==> src/hw/rtl/ckce_pkg.sv <==
// shared constants and helpers for the canonical k-mer compact encoder
`default_nettype none

package ckce_pkg;

    localparam int MAX_KMER_LEN = 15;
    localparam int KLEN_W       = 4;
    localparam int KMER_W       = 2 * MAX_KMER_LEN;
    localparam int CODE_W       = 2 * MAX_KMER_LEN;
    localparam int TDATA_W      = ((KMER_W + 7) / 8) * 8;
    localparam int NUM_PAIRS    = MAX_KMER_LEN / 2;
    localparam int SHIFT_W      = $clog2(KMER_W + 1);
    localparam int PAIR_W       = $clog2(NUM_PAIRS + 1);

    localparam logic [KLEN_W-1:0] KLEN_RESET = KLEN_W'(MAX_KMER_LEN);

    typedef logic [1:0] nuc_t;

    // 4-bit index of a mismatched outer pair (left l, right complement r)
    function automatic logic [3:0] pair_index(input nuc_t l, input nuc_t r);
        logic [3:0] lw;
        logic [3:0] rw;
        logic [3:0] tri_num;
        begin
            lw      = {2'b00, l};
            rw      = {2'b00, r};
            tri_num = 4'((lw * (lw + 4'd1)) >> 1);
            return (lw << 2) - tri_num + rw - lw - 4'd1 + 4'd4;
        end
    endfunction

endpackage

`default_nettype wire

==> src/hw/rtl/canonical_kmer_compact_encoder.sv <==
// Streams packed k-mers in and returns one compact code per k-mer. Each k-mer
// (2 bits per nucleotide, A0 C1 G2 T3, first nucleotide highest) is taken into
// an input register, encoded by one level of combinational logic and held in
// an output register, so the block sustains one k-mer per clock cycle unless
// m_axis_tready stalls the output; a stall holds the k-mer in the input
// register until the output register frees. That single encode stage between
// the two registers sets the rate. The k-mer length k (1..15) is set through
// the cfg port and resets to 15; change it only while no k-mer is in flight.
// Bits of the input at or above bit 2k are ignored.
`default_nettype none

module canonical_kmer_compact_encoder (
    input  wire                               aclk,
    input  wire                               aresetn,
    // config write channel: kmer_length
    input  wire                               cfg_valid,
    output logic                              cfg_ready,
    input  wire  [ckce_pkg::KLEN_W-1:0]       cfg_data,
    // tdata: canonical_kmer [29:0], zero pad above
    input  wire                               s_axis_tvalid,
    output logic                              s_axis_tready,
    input  wire  [ckce_pkg::TDATA_W-1:0]      s_axis_tdata,
    // tdata: compact_code [29:0], zero pad above
    output logic                              m_axis_tvalid,
    input  wire                               m_axis_tready,
    output logic [ckce_pkg::TDATA_W-1:0]      m_axis_tdata
);
    import ckce_pkg::*;

    logic [KLEN_W-1:0] kmer_length_reg;
    logic              in_valid_reg;
    logic [KMER_W-1:0] kmer_reg;
    logic              out_valid_reg;
    logic [CODE_W-1:0] code_reg;
    logic [CODE_W-1:0] code_next;

    logic out_free;
    logic in_advance;
    logic in_xfer;

    assign cfg_ready     = 1'b1;
    assign out_free      = !out_valid_reg || m_axis_tready;
    assign in_advance    = in_valid_reg && out_free;
    assign s_axis_tready = !in_valid_reg || out_free;
    assign in_xfer       = s_axis_tvalid && s_axis_tready;

    always_ff @(posedge aclk) begin
        if (!aresetn) begin
            kmer_length_reg <= KLEN_RESET;
        end else if (cfg_valid && cfg_ready) begin
            kmer_length_reg <= cfg_data;
        end
    end

    always_ff @(posedge aclk) begin
        if (!aresetn) begin
            in_valid_reg  <= 1'b0;
            out_valid_reg <= 1'b0;
        end else begin
            if (in_xfer) begin
                in_valid_reg <= 1'b1;
            end else if (in_advance) begin
                in_valid_reg <= 1'b0;
            end
            if (in_advance) begin
                out_valid_reg <= 1'b1;
            end else if (m_axis_tready) begin
                out_valid_reg <= 1'b0;
            end
        end
    end

    always_ff @(posedge aclk) begin
        if (in_xfer) begin
            kmer_reg <= s_axis_tdata[KMER_W-1:0];
        end
        if (in_advance) begin
            code_reg <= code_next;
        end
    end

    // encode: outer palindromic pairs, first mismatch index, shifted middle, offset
    always_comb begin
        logic [CODE_W-1:0] code_v;
        logic              found;
        logic [PAIR_W-1:0] m_pair;
        logic [3:0]        idx_nib;
        nuc_t              r_sel;
        nuc_t              l_sel;
        logic [SHIFT_W-1:0] l_pos;
        logic [SHIFT_W-1:0] idx_pos;
        logic [KLEN_W-1:0] i_end;
        logic [SHIFT_W-1:0] lo_b;
        logic [SHIFT_W-1:0] hi_b;
        logic [SHIFT_W-1:0] hi_sh;
        logic [SHIFT_W-1:0] lo_sh;
        logic [31:0]       mask;
        logic [31:0]       mid;
        logic [31:0]       off;
        logic [31:0]       diff;

        code_v  = '0;
        found   = 1'b0;
        m_pair  = '0;
        idx_nib = '0;
        r_sel   = '0;
        l_sel   = '0;
        l_pos   = '0;

        for (int p = 0; p < NUM_PAIRS; p++) begin
            if (!found && (KLEN_W'(2 * p + 1) < kmer_length_reg)) begin
                r_sel = ~kmer_reg[2*p +: 2];
                l_pos = SHIFT_W'(2 * (int'(kmer_length_reg) - p - 1));
                l_sel = 2'(kmer_reg >> l_pos);
                if (r_sel == l_sel) begin
                    code_v[2*p +: 2] = r_sel;
                end else begin
                    found   = 1'b1;
                    m_pair  = PAIR_W'(p);
                    idx_nib = pair_index(l_sel, r_sel);
                end
            end
        end

        idx_pos = SHIFT_W'(2 * (int'(kmer_length_reg) - int'(m_pair) - 2));
        if (found) begin
            code_v = code_v | (CODE_W'(idx_nib) << idx_pos);
        end

        i_end = found ? KLEN_W'(m_pair) + KLEN_W'(1) : (kmer_length_reg >> 1);
        lo_b  = SHIFT_W'(2 * int'(i_end));
        hi_b  = SHIFT_W'(2 * int'(kmer_length_reg) - 2 * int'(i_end));
        mask  = (32'hFFFF_FFFF << lo_b) & ~(32'hFFFF_FFFF << hi_b);
        mid   = (32'(kmer_reg) & mask) >> (found ? 2 : 0);
        code_v = code_v | mid[CODE_W-1:0];

        hi_sh = SHIFT_W'(2 * (int'(kmer_length_reg) - int'(i_end)));
        lo_sh = SHIFT_W'(int'(kmer_length_reg) + int'(kmer_length_reg[0]));
        off   = found ? (((32'd1 << hi_sh) - (32'd1 << lo_sh)) >> 1) : 32'd0;
        diff  = 32'(code_v) - off;
        code_next = diff[CODE_W-1:0];
    end

    assign m_axis_tvalid = out_valid_reg;
    assign m_axis_tdata  = TDATA_W'(code_reg);

`ifndef SYNTHESIS
    // input stage only stalls when both stages hold items
    assert property (@(posedge aclk) disable iff (!aresetn)
        !s_axis_tready |-> (in_valid_reg && out_valid_reg))
        else $error("input stalled with a free stage");

    // an input transfer always lands in the input register
    assert property (@(posedge aclk) disable iff (!aresetn)
        in_xfer |=> in_valid_reg)
        else $error("accepted k-mer lost");

    // an advancing item reaches the output with its encoded value
    assert property (@(posedge aclk) disable iff (!aresetn)
        in_advance |=> (out_valid_reg && code_reg == $past(code_next)))
        else $error("encoded value not captured");

    // reset restores the full k-mer length
    assert property (@(posedge aclk)
        !aresetn |=> kmer_length_reg == KLEN_RESET)
        else $error("kmer length not reset");
`endif

endmodule

`default_nettype wire
==> config.mk <==
export PLATFORM = sky130hd
export DESIGN_NAME = canonical_kmer_compact_encoder
export DESIGN_NICKNAME = d
export VERILOG_FILES = /design/src/hw/rtl/ckce_pkg.sv /design/src/hw/rtl/canonical_kmer_compact_encoder.sv
export SDC_FILE = /design/constraint.sdc
export NUM_CORES = 1
export LEC_CHECK = 0
export ABC_AREA = 1
export BUFFER_PORTS_ARGS = -buffer_cell sky130_fd_sc_hd__buf_2
export CORE_UTILIZATION = 55
export CTS_CLUSTER_SIZE = 14
export DETAILED_ROUTE_END_ITERATION = 12
export GPL_TIMING_DRIVEN = 0
export HOLD_SLACK_MARGIN = 0.05
export PLACE_DENSITY_LB_ADDON = 0.05
export SKIP_LAST_GASP = 1
export SYNTH_ARGS = -nofsm -noshare
export SYNTH_HDL_FRONTEND = slang
export SYNTH_SLANG_ARGS = --single-unit
==> constraint.sdc <==
create_clock -name aclk -period 13.7 [get_ports aclk]
set_input_delay 1.37 -clock aclk [delete_from_list [all_inputs] [get_ports aclk]]
set_output_delay 1.37 -clock aclk [all_outputs]
set_load 0.03 [all_outputs]
==> results.toml <==
[timing]
hold_viol = 0
skew_ns = 0.0124
timing.setup.tns_ns = 0
drv_slew = 0
period_share_pct = 79.5
period_needed_ns = 10.90
setup_viol = 0
max_freq_ghz = 0.0918
rsz0062_at_grt = "no"
tightestPinTransition_ns = 0.991
layout_setup_ws_ns = 2.80
relSlewSlack_pct = 33.8

[floorplanning]
core_area_um2 = 17400
num_rows = 48
initial_core_util_pct = 56.5
die_y_um = 136
dieArea_um2 = 18400
io_pins = 76
die_w_um = 136

[clocking]
postCtsHoldBufs = 0
post_cts_resized = 0
cts_buffer_depth = 2
numCtsBuffers = 9
path_clk_slew_ns = 0.06
cts_tree = "built"
clk_latency_ns = 0.35
post_cts_buffers = 0
htreeDepth = 3
root_buffer = "clkbuf_16"
cts.sinks = 66

[pwr]
total_power_mw = 2.50
cellInternalPower_mw = 1.18
switchingPower_mw = 1.32
leakage_nw = 5.55
power_frac_comb_pct = 75.0
ir_worst_vdd_mv = 0.240
power_frac_seq_pct = 14.9
p_clk_share_pct = 10.0
p_sw_share_pct = 52.8
powerDensity_nw_per_um2 = 232

[finish]
nNetsFinal = 1697
drive_gt1_share_pct = 11.9
final_common_cell = "nand2_1"
diodes = 0
instances_no_fill = 1741
final_cell_mix = "nand2_1, inv_1, nand3_1, ha_1, nor2_1"
fillers = 1624
final_core_util_pct = 62.1
area_growth_pct = 9.93

[critical_path]
crit_family = "simple AND/OR/NAND/NOR gates"
crit_top_cell = "nand2_1"
cp_slowest_stage_delay_ns = 0.53
crit_type = "reg -> reg"
end_kind = "flip-flop"
r2r-end = "code_reg[28]$_DFFE_PP_"
cp_num_buf_inv = 13
worst_path_max_delay_cell = "dfxtp_1"
cp_num_cells = 68
reg2reg_slack_ns = 2.80
rr_startpoint = "kmer_length_reg[1]$_SDFFE_PN1P_"
critPathMaxFanout = 15
rr_worst_depth = 68
required_ns = 13.80
cp-start-kind = "flip-flop"
cp.arrival_ns = 11.00

[logic_synthesis]
synth_top_area_share_pct = 18.4
postSynthAreaPerCell_um2 = 6.87
ys_seq_elements = 66
yosysSeqAreaShare_pct = 19.6
synth_area_leader_cell = "edfxtp_1"
yosysUniqueCellTypes = 63
netlist_top_cells_area = "edfxtp_1, ha_1, nand2_1"
syn_area_um2 = 9810
synthFlopType = "edfxtp_1"
yosysWarningCount = 0
async_flop_share_pct = 0
synthCells = 1429
synth_edf_count = 60

[global_routing]
grtUsageTotal_pct = 35.9
grt_pass1_wl_um = 49200
grt_pass1_vias = 9081
grt_max_degree = 31
antenna_found_initial = 0
overflow = 0

[placement]
hpwl_um = 25900
place_congestion = 0.982
port_buffers = 70
place_inst = 1725
place_ws_ns = 3.08

[drt]
firstDrtPassIters = 5
wl_per_cell_um = 18.6
viasPerCell = 5.82
ant_nets = 0
drc = 0
drt-initial-drc-count = 982
routed-via-count = 10140
routed_wl_um = 32500

[run]
maxCapViolCount = 0

[worst_hold_path]
min_path_cells = 2
whs_endpoint = "m_axis_tvalid$_SDFFE_PN0P_"
min-delay-start = "m_axis_tvalid$_SDFFE_PN0P_"
hold_path_class = "reg -> reg"

[status]
status = "complete, no violations"
cell usage after synthesis (10+ instances only):
cell type	number
nand2_2	28
clkbuf_1	17
xnor2_1	17
nand4_1	33
nor2_1	75
ha_1	129
buf_4	13
inv_1	186
inv_2	10
o211ai_1	10
nand2_1	398
fa_1	15
a21oi_1	65
nand3_1	137
xor2_1	38
edfxtp_1	60
nor3_1	14
o21ai_0	62
power by group through the flow:
stage	Combinational [mW]	Clock (mW)	Sequential (mW)
finish	1.88	0.251	0.373
CTS	1.85	0.254	0.373
floorplan	1.33	0	0.465
global route	2.11	0.261	0.378
detailed placement	1.84	0	0.377
global placement	1.80	0	0.375
worst reg2reg max path: cells and delay by family, from the launching register on:
family	cells	cell delay [ns]
AO/OA/AOI/OAI	12	2.12
XOR/XNOR	1	0.12
flip-flops	1	0.53
AND/OR/NAND/NOR	37	4.06
buffers and inverters	13	2.32
adder cells (fa/ha/maj)	5	1.50
cells by family after synthesis:
group                    Yosys count  share of synthesized area, %
other                              2                        0.0765
buffers and inverters            243                          10.5
XOR/XNOR                          57                          5.24
AND/OR/NAND/NOR                  714                          32.4
adder cells (fa/ha/maj)          144                          19.5
flip-flops                        66                          19.6
AO/OA/AOI/OAI                    203                          12.7
stage by stage:
stage / cell area, um2 / hold slack [ns]
after floorplan: 9810 / 0.451
after global placement: 10400 / 0.466
after detailed placement: 10500 / 0.531
after CTS: 10800 / 0.542
after global routing: 10800 / 0.561
final: 10800 / 0.536
layout make-up:
class                           count  area [um2]  share of cell area (%)
Multi-Input combinational cell   1121        6880                    63.8
Sequential cell                    66        1920                    17.8
Inverter                          200         753                    6.98
Timing Repair Buffer               71         370                    3.43
Tap cell                          225         282                    2.61
Buffer                             43         274                    2.54
Clock buffer                        9         225                    2.09
Clock inverter                      6        82.6                   0.766
worst max path at each step:
stage / start / endpoint / slack, ns
detailed placement: kmer_length_reg[1]$_SDFFE_PN1P_ / code_reg[28]$_DFFE_PP_ / 3.08
CTS: kmer_length_reg[1]$_SDFFE_PN1P_ / code_reg[28]$_DFFE_PP_ / 3.01
global route: kmer_length_reg[1]$_SDFFE_PN1P_ / code_reg[28]$_DFFE_PP_ / 1.88
finish: kmer_length_reg[1]$_SDFFE_PN1P_ / code_reg[28]$_DFFE_PP_ / 2.80
global placement: kmer_length_reg[1]$_SDFFE_PN1P_ / code_reg[28]$_DFFE_PP_ / 3.13
floorplan: kmer_length_reg[1]$_SDFFE_PN1P_ / code_reg[28]$_DFFE_PP_ / 4.85
per-layer routing:
layer	vias to the layer above	wire length [um]	GRT usage, %
met1	4661	14400	50.0
met5	-	0	0
met4	0	1210	15.1
met3	73	3060	7.86
met2	493	13800	52.8
li1	4913	-	-
Note: power is estimated with default switching activity, not from simulation.
